[config.mk]
export PLATFORM = sky130hd
export DESIGN_NAME = mma_divider
export DESIGN_NICKNAME = d
export VERILOG_FILES = /design/src/mma_pkg.sv /design/src/mma_divider.sv
export SDC_FILE = /design/constraint.sdc
export NUM_CORES = 1
export LEC_CHECK = 0
export BUFFER_PORTS_ARGS = -buffer_cell sky130_fd_sc_hd__clkbuf_2
export CORE_AREA = 2 2 129 131
export DETAILED_ROUTE_END_ITERATION = 16
export DIE_AREA = 0 0 131 133
export GPL_TIMING_DRIVEN = 0
export PLACE_DENSITY = 0.5
export SLEW_MARGIN = 20
export SYNTH_ARGS = -nofsm -noshare
export SYNTH_HDL_FRONTEND = slang
export SYNTH_SLANG_ARGS = --single-unit
[constraint.sdc]
create_clock -name i_clk -period 2.92 [get_ports i_clk]
set_clock_uncertainty 0.1 [all_clocks]
set_input_delay 0.292 -clock i_clk [delete_from_list [all_inputs] [get_ports i_clk]]
set_output_delay 0.292 -clock i_clk [all_outputs]
set_load 0.02 [all_outputs]
[src/mma_pkg.sv]
// ----------------------------------------------------------------------------
// Moving-average package
// Field widths and the shared divider status type of the multichannel moving-average core.
// ----------------------------------------------------------------------------
`default_nettype none

package mma_pkg;

    // Fixed field widths.
    localparam int SUM_W     = 32;
    localparam int SAMPLE_W  = 16;
    localparam int CHAN_IN_W = 3;
    localparam int LEN_IN_W  = 8;
    localparam int AVG_W     = 16;

    // Status of the shared divider as seen by the sequencer.
    typedef struct packed {
        logic busy;
        logic done;
    } t_div_status;

endpackage

`default_nettype wire

[src/mma_divider.sv]
// ----------------------------------------------------------------------------
// Moving-average divider
// Signed-by-unsigned restoring divider, one quotient bit per cycle.
// ----------------------------------------------------------------------------
`default_nettype none

module mma_divider #(
    parameter int DIV_W = 8
) (
    input  wire logic                         i_clk,
    input  wire logic                         i_rst_n,
    input  wire logic                         i_start,
    input  wire logic [mma_pkg::SUM_W-1:0]    i_dividend,
    input  wire logic [DIV_W-1:0]             i_divisor,
    output logic      [mma_pkg::AVG_W-1:0]    o_quotient,
    output mma_pkg::t_div_status              o_status
);

    localparam int CNT_W = $clog2(mma_pkg::SUM_W);

    logic                        r_busy;
    logic                        r_prep;
    logic                        r_done;
    logic [CNT_W-1:0]            r_cnt;
    logic [DIV_W-1:0]            r_rem;
    logic [mma_pkg::SUM_W-1:0]   r_quo;
    logic [DIV_W-1:0]            r_div;
    logic                        r_neg;

    logic [DIV_W:0]              rem_sh;
    logic [DIV_W:0]              trial;
    logic                        fit;
    logic [mma_pkg::AVG_W-1:0]   quo_low;

    // One restoring step: shift in the next dividend bit and try to subtract.
    always_comb begin
        rem_sh = {r_rem, r_quo[mma_pkg::SUM_W-1]};
        trial  = rem_sh - {1'b0, r_div};
        fit    = ~trial[DIV_W];
    end

    // Control: a setup cycle takes the magnitude, then one step per bit.
    always_ff @(posedge i_clk) begin
        if (!i_rst_n) begin
            r_busy <= 1'b0;
            r_prep <= 1'b0;
            r_done <= 1'b0;
            r_cnt  <= '0;
        end else begin
            r_done <= 1'b0;
            if (i_start) begin
                r_busy <= 1'b1;
                r_prep <= 1'b1;
                r_cnt  <= '0;
            end else if (r_prep) begin
                r_prep <= 1'b0;
            end else if (r_busy) begin
                r_cnt <= r_cnt + CNT_W'(1);
                if (r_cnt == CNT_W'(mma_pkg::SUM_W - 1)) begin
                    r_busy <= 1'b0;
                    r_done <= 1'b1;
                end
            end
        end
    end

    // Datapath: the quotient bits shift in where the dividend bits leave.
    always_ff @(posedge i_clk) begin
        if (i_start) begin
            r_quo <= i_dividend;
            r_neg <= i_dividend[mma_pkg::SUM_W-1];
            r_div <= i_divisor;
            r_rem <= '0;
        end else if (r_prep) begin
            if (r_neg) begin
                r_quo <= ~r_quo + mma_pkg::SUM_W'(1);
            end
        end else if (r_busy) begin
            r_quo <= {r_quo[mma_pkg::SUM_W-2:0], fit};
            r_rem <= fit ? trial[DIV_W-1:0] : rem_sh[DIV_W-1:0];
        end
    end

    // Low bits of the quotient, sign restored.
    always_comb begin
        quo_low    = r_quo[mma_pkg::AVG_W-1:0];
        o_quotient = r_neg ? (~quo_low + mma_pkg::AVG_W'(1)) : quo_low;
    end

    assign o_status.busy = r_busy;
    assign o_status.done = r_done;

endmodule

`default_nettype wire
==> flow_summary.json, run 1 <==
{
  "status": "complete, no violations",
  "syn-num-nets": 472,
  "grt_usage_pct": 13.2,
  "area_growth_pct": 26.4,
  "vias_per_cell": 4.68,
  "power_density_nw_per_um2": 551,
  "cp-end-kind": "primary output",
  "io_buffers": 60,
  "clock_sinks": 57,
  "maxCapViolations": 0,
  "cts_tree": "yes",
  "drt_iter0_drc": 162,
  "coreArea_sq_um": 16200,
  "routed_wl_microns": 11000,
  "synth_area_sq_um": 3800,
  "max_slew.worst_pin.slew_ps": 701,
  "synthFlopType": "edfxtp_1",
  "p_leak_nw": 1.85,
  "power_mw": 2.65,
  "drive_gt1_share_pct": 23.5,
  "die_h_microns": 133,
  "place_ws_ps": 30.7,
  "fin_area_sq_um": 4810,
  "syn_inst": 417,
  "numCtsBuffers": 9,
  "synth-compound-area-share_pct": 21.5,
  "peakVddDrop_mv": 0.321,
  "grt_pass1_wl_microns": 17400,
  "fp.dieW_microns": 131,
  "synth.area.mux_share_pct": 2.96,
  "holdCritPathClass": "input port to register",
  "cp.required_ps": 2530,
  "critPathBufInv": 2,
  "clock-root-buffer": "clkbuf_16",
  "path_cells": "buf_6 > or2_2 > or3_1 > or2_4 > o21ai_1 > xnor2_1 > clkbuf_4",
  "place_inst": 698,
  "worst_slack_ps": 99.2,
  "hpwl_microns": 7980,
  "cp_num_cells": 7,
  "clk_latency_ps": 330,
  "period_share_pct": 96.6,
  "ant_nets": 0,
  "ioPinCount": 61,
  "report.final.slew_viol_count": 0,
  "hold_viol_final": 0,
  "cp-start-kind": "register",
  "maxSlewHeadroom_pct": 53.2,
  "fmax_ghz": 0.355,
  "clock_path_buffers": 2,
  "grt_overflow": 0,
  "synth_warnings": 0,
  "avgRoutedWirePerCell_microns": 15.2,
  "rrSetupSlack_ps": 110,
  "fin_crit_ps": 2820,
  "layout.nets": 553,
  "synthArstFlopShare_pct": 0,
  "syn_area_per_cell_sq_um": 9.12,
  "place_congestion": 0.780,
  "num_vias": 3381,
  "whs_ps": 36.8,
  "diodes": 0,
  "path_clk_slew_ps": 50,
  "fin_cells": 723,
  "crit_arrival_ps": 2430,
  "ys_seq_elements": 57,
  "start_util_pct": 23.5,
  "cts_htree_levels": 3,
  "finalSetupViolations": 0,
  "antenna_found_initial": 0,
  "grt_pass1_vias": 3393,
  "yosys.area_share.simple_pct": 19.4,
  "dieArea_sq_um": 17400,
  "fin_setup_tns_ps": 0,
  "critical_path_class": "register to primary output",
  "ys_seq_area_share_pct": 40.8,
  "num_rows": 47,
  "firstDrtPassIters": 4,
  "worstRegToRegCells": 10,
  "critPathMaxFanout": 8,
  "synthAdderAreaFrac_pct": 4.14,
  "synth_edf_count": 41,
  "postLayoutCoreUtil_pct": 29.7,
  "hold_depth": 1,
  "cp_top_family": "simple AND/OR/NAND/NOR gates",
  "grt_max_degree": 21,
  "synth.distinct_cells": 67,
  "slowest_delay_ps": 450,
  "drc": 0,
  "synth_top_family_by_area": "compound AO/OA/AOI/OAI gates",
  "dpl-instance-area_sq_um": 4410,
  "final.fill_count": 1704,
  "worst_path_max_delay_cell": "or3_1",
  "synth_xor_xnor_area_share_pct": 6.22
}
==> area by class of cell <==
type                       instances  area (sq um)  area share, %
multi-input combinational        315          2120           44.2
sequential                        57          1550           32.3
timing repair buffer              71           415           8.64
tap                              220           275           5.72
clock buffer                      12           236           4.92
buffer                            26           119           2.47
inverter                          18          67.6           1.40
clock inverter                     4          20.0          0.416
==> cells by family after synthesis <==
group / Yosys count
AND/OR/NAND/NOR: 139
AO/OA/AOI/OAI: 126
flip-flops: 57
buffers and inverters: 45
XOR/XNOR: 27
adder cells (fa/ha/maj): 12
multiplexers: 11
==> power breakdown <==
group | switching [mW] | internal [mW]
clock network | 0.368 | 0.567
logic | 0.382 | 0.287
registers | 0.0768 | 0.968
==> sequential cells by signal (all words and copies together), names as in the netlist <==
signal  cells
r_busy      1
r_prep      1
r_neg       1
r_cnt       5
r_div       8
r_rem       8
r_quo      32
r_done      1
==> cell usage in the layout, fill, tap and decap left out, drive strengths merged, types with 9 or more instances in the layout <==
cell type  count
o21ai         48
a21oi         18
inv           18
buf           19
nor2          19
xnor2         21
ha            11
nor3          10
edfxtp        41
nand2         54
mux2i          9
o211ai         9
clkbuf        90
or3           11
dfxtp         16
==> synthesized netlist by cell type (3+ instances only) <==
library cell  count  area [sq um]
nor2b_1           8          50.1
nor3_1            9          45.0
o31ai_1           4          30.0
a21oi_1          18          90.1
o21ai_0          41           205
o22ai_1           5          31.3
nand2_1          53           199
dfxtp_1          16           320
a22o_1            3          26.3
edfxtp_1         41          1230
clkbuf_1         19          71.3
or4_1             3          22.5
and2_1            3          18.8
or3_1            11          68.8
nand3_1           3          15.0
a31oi_1           3          18.8
buf_4             3          22.5
buf_1             3          11.3
o211ai_1          9          67.6
xnor2_1          21           184
o21a_1            8          60.1
and3_1            3          18.8
xor2_1            6          52.6
nand2b_1          3          18.8
mux2i_1           9          90.1
or2_1             3          18.8
nor2_1           19          71.3
o21ai_1           7          35.0
o31a_1            3          26.3
inv_1            18          67.6
nor4_1            4          25.0
ha_1             11           138
or2_2             4          25.0
a22oi_1           3          22.5
==> worst register-to-register path, delay by kind of cell, from the launching register on <==
family | cells | cell delay (ps)
DFF | 1 | 420
AOI/OAI and AO/OA | 2 | 210
adders and majority gates | 1 | 130
buffers and inverters | 3 | 380
and+or+nand+nor | 4 | 1290
==> metal layers <==
metal  track usage (%)  part of all wire (%)
met5                 0                     0
met4              4.67                   1.4
met3              3.52                   5.3
met2              21.9                    49
met1              16.3                    44
==> final timing paths <==
path / start / endpoint
worst max-delay path: r_quo[3]$_DFFE_PP_ / o_quotient[11]
worst min-delay path: i_divisor[5] / r_div[5]$_DFFE_PP_
worst max register to register: r_quo[0]$_DFFE_PP_ / r_quo[18]$_DFFE_PP_
worst min register to register: r_cnt[4]$_SDFFE_PP0P_ / r_cnt[4]$_SDFFE_PP0P_
==> repair_timing <==
item                                    4_1_cts  5_1_grt
setup buffers                                 4        6
hold buffers                                  0        0
resized for setup                             4       18
endpoints found under the setup margin        5       14
pin swaps                                     1        5
Power figures use the tool's default switching activity.
==> run 2: changes to the inputs <==
- CORE_AREA: 2 2 129 131 -> 2 2 118 143
- DIE_AREA: 0 0 131 133 -> 0 0 120 145
- MAX_ROUTING_LAYER: not set -> met4
==> run 2 against run 1 <==
Effect of this change: sequential share of layout area increased by 0.19 points; via count increased by 0.83%; maximum frequency decreased by 0.10%; largest power group is now the clock network; routed wire length increased by 2.3%; global-route usage rose by 0.42 points; critical path type unchanged; hold slack worse by 16 ps; final cell count down 1.9%.
==> flow_summary.json, run 2 (synthesis gave the netlist of run 1 again) <==
{
  "worst_path_max_delay_cell": "or4b_4",
  "fin_crit_ps": 2820,
  "cts_tree": "yes",
  "clk_latency_ps": 340,
  "antenna_found_initial": 0,
  "multi_input_area_sq_um": 2110,
  "fmax_ghz": 0.354,
  "path_cells": "inv_2 > ha_4 > or4b_4 > or2_1 > o21ai_1 > xnor2_1 > clkbuf_2",
  "clkPwrFrac_pct": 39.7,
  "use_met3_pct": 3.11,
  "num_vias": 3409,
  "hold_depth": 1,
  "grt_max_degree": 24,
  "r2r_end": "r_quo[18]$_DFFE_PP_",
  "reg_top3": "r_quo x32, r_div x8, r_rem x8",
  "critical_path_class": "register to primary output",
  "p_leak_nw": 1.82,
  "clock_path_buffers": 2,
  "largest_reg_flops": 32,
  "drive_gt1_share_pct": 22.3,
  "slowest_delay_ps": 510,
  "max_slew.worst_pin.slew_ps": 702,
  "rr_startpoint": "r_quo[0]$_DFFE_PP_",
  "hold_buffers": 0,
  "hold_start": "i_divisor[7]",
  "place_congestion": 0.805,
  "period_share_pct": 96.7,
  "fp.dieW_microns": 120,
  "vias_per_cell": 4.81,
  "start_util_pct": 23.8,
  "ant_nets": 0,
  "die_h_microns": 145,
  "clock_sinks": 57,
  "layout.nets": 547,
  "comb_power_share_pct": 23.0,
  "power_mw": 2.82,
  "rrSetupSlack_ps": 170,
  "io_buffers": 60,
  "avgRoutedWirePerCell_microns": 15.9,
  "finalSetupViolations": 0,
  "mostFrequentLayoutCells": "58 x clkbuf_2, 51 x nand2_1, 41 x edfxtp_1",
  "holdCritPathClass": "input port to register",
  "worstRegToRegCells": 9,
  "clock-root-buffer": "clkbuf_16",
  "power_density_nw_per_um2": 589,
  "cp.required_ps": 2530,
  "maxSlewHeadroom_pct": 53.2,
  "place_ws_ps": 19.3,
  "coreArea_sq_um": 16000,
  "diodes": 0,
  "hold_viol_final": 0,
  "dieArea_sq_um": 17400,
  "worst_slack_ps": 96.3,
  "firstDrtPassIters": 4,
  "grt_pass1_wl_microns": 18000,
  "busiest_layer": "met2",
  "cts_htree_levels": 3,
  "seq_power_share_pct": 37.3,
  "peakVddDrop_mv": 0.229,
  "netSwitchingPower_uw": 874,
  "ioPinCount": 61,
  "met1_usage_pct": 16.3,
  "p_int_mw": 1.94,
  "hpwl_microns": 7960,
  "cp-end-kind": "primary output",
  "cp-start-kind": "register",
  "fin_cells": 709,
  "num_rows": 51,
  "final.fill_count": 1690,
  "grt_usage_pct": 13.6,
  "area_growth_pct": 25.7,
  "regMostFlops": "r_quo",
  "final_common_cell": "clkbuf_2",
  "status": "complete, no violations",
  "critPathMaxFanout": 5,
  "crit_arrival_ps": 2430,
  "routed_wl_microns": 11300,
  "hold_end": "r_div[7]$_DFFE_PP_",
  "place_inst": 690,
  "report.final.slew_viol_count": 0,
  "grt_overflow": 0,
  "seq_area_sq_um": 1550,
  "path_clk_slew_ps": 60,
  "swShare_pct": 31.0,
  "grtUsageMet2_pct": 21.8,
  "maxCapViolations": 0,
  "grt_pass1_vias": 3525,
  "drt_iter0_drc": 288,
  "drc": 0,
  "fin_setup_tns_ps": 0,
  "numCtsBuffers": 9
}
==> run 2: how the worst max path moves through the flow <==
stage / cells past startpoint / endpoint / slack [ps] / startpoint
2_1_floorplan: 8 / r_quo[18]$_DFFE_PP_ / 340 / r_quo[0]$_DFFE_PP_
3_3_place_gp: 4 / r_quo[10]$_DFFE_PP_ / -230 / r_prep$_SDFF_PN0_
3_5_place_dp: 8 / r_quo[18]$_DFFE_PP_ / 20 / r_quo[0]$_DFFE_PP_
4_1_cts: 9 / r_quo[18]$_DFFE_PP_ / -2 / r_quo[0]$_DFFE_PP_
5_1_grt: 7 / o_quotient[10] / -2 / r_quo[0]$_DFFE_PP_
6_report: 7 / o_quotient[10] / 100 / r_quo[0]$_DFFE_PP_
==> run 2: critical path, delay by kind of cell (launching register included) <==
kind | cells | cell delay, ps
AND/OR/NAND/NOR | 2 | 810
flip-flops | 1 | 470
buffers and inverters | 2 | 320
AO/OA/AOI/OAI | 1 | 180
adder cells (fa/ha/maj) | 1 | 160
XOR/XNOR | 1 | 150
==> run 2: area by class of cell <==
cell class	instances	area share [%]
clock buffers	12	6.04
repair buffers	65	7.38
clock inverters	4	0.576
multi-input cells	315	44.1
inverters	18	1.41
flip-flops and latches	57	32.4
well taps	212	5.55
plain buffers	26	2.49
==> run 2: through the flow <==
step	utilization [%]	hold slack, ps	cell area (sq um)
floorplan	-	291	3800
global route	29.9	16.0	4780
detailed placement	27.4	359	4390
global placement	27.3	354	4370
CTS	29.6	11.2	4750
finish	29.9	21.0	4780
==> run 2: per-layer routing <==
metal	up-vias	routed length, microns
li1	1685	-
met1	1625	4970
met2	82	5550
met3	17	520
met4	0	210
met5	-	0
==> run 2: power groups by stage <==
stage | clock, mW | sequential (mW) | combinational [mW]
floorplan | 0 | 1.04 | 0.449
global placement | 0 | 1.06 | 0.613
detailed placement | 0 | 1.06 | 0.628
CTS | 1.14 | 1.05 | 0.639
global route | 1.17 | 1.06 | 0.715
finish | 1.12 | 1.05 | 0.648
==> run 2: repair_timing <==
action,in CTS,in global routing
gates resized for setup,6,11
endpoints found under the setup margin,7,11
pin swaps,1,2
setup buffers,3,1
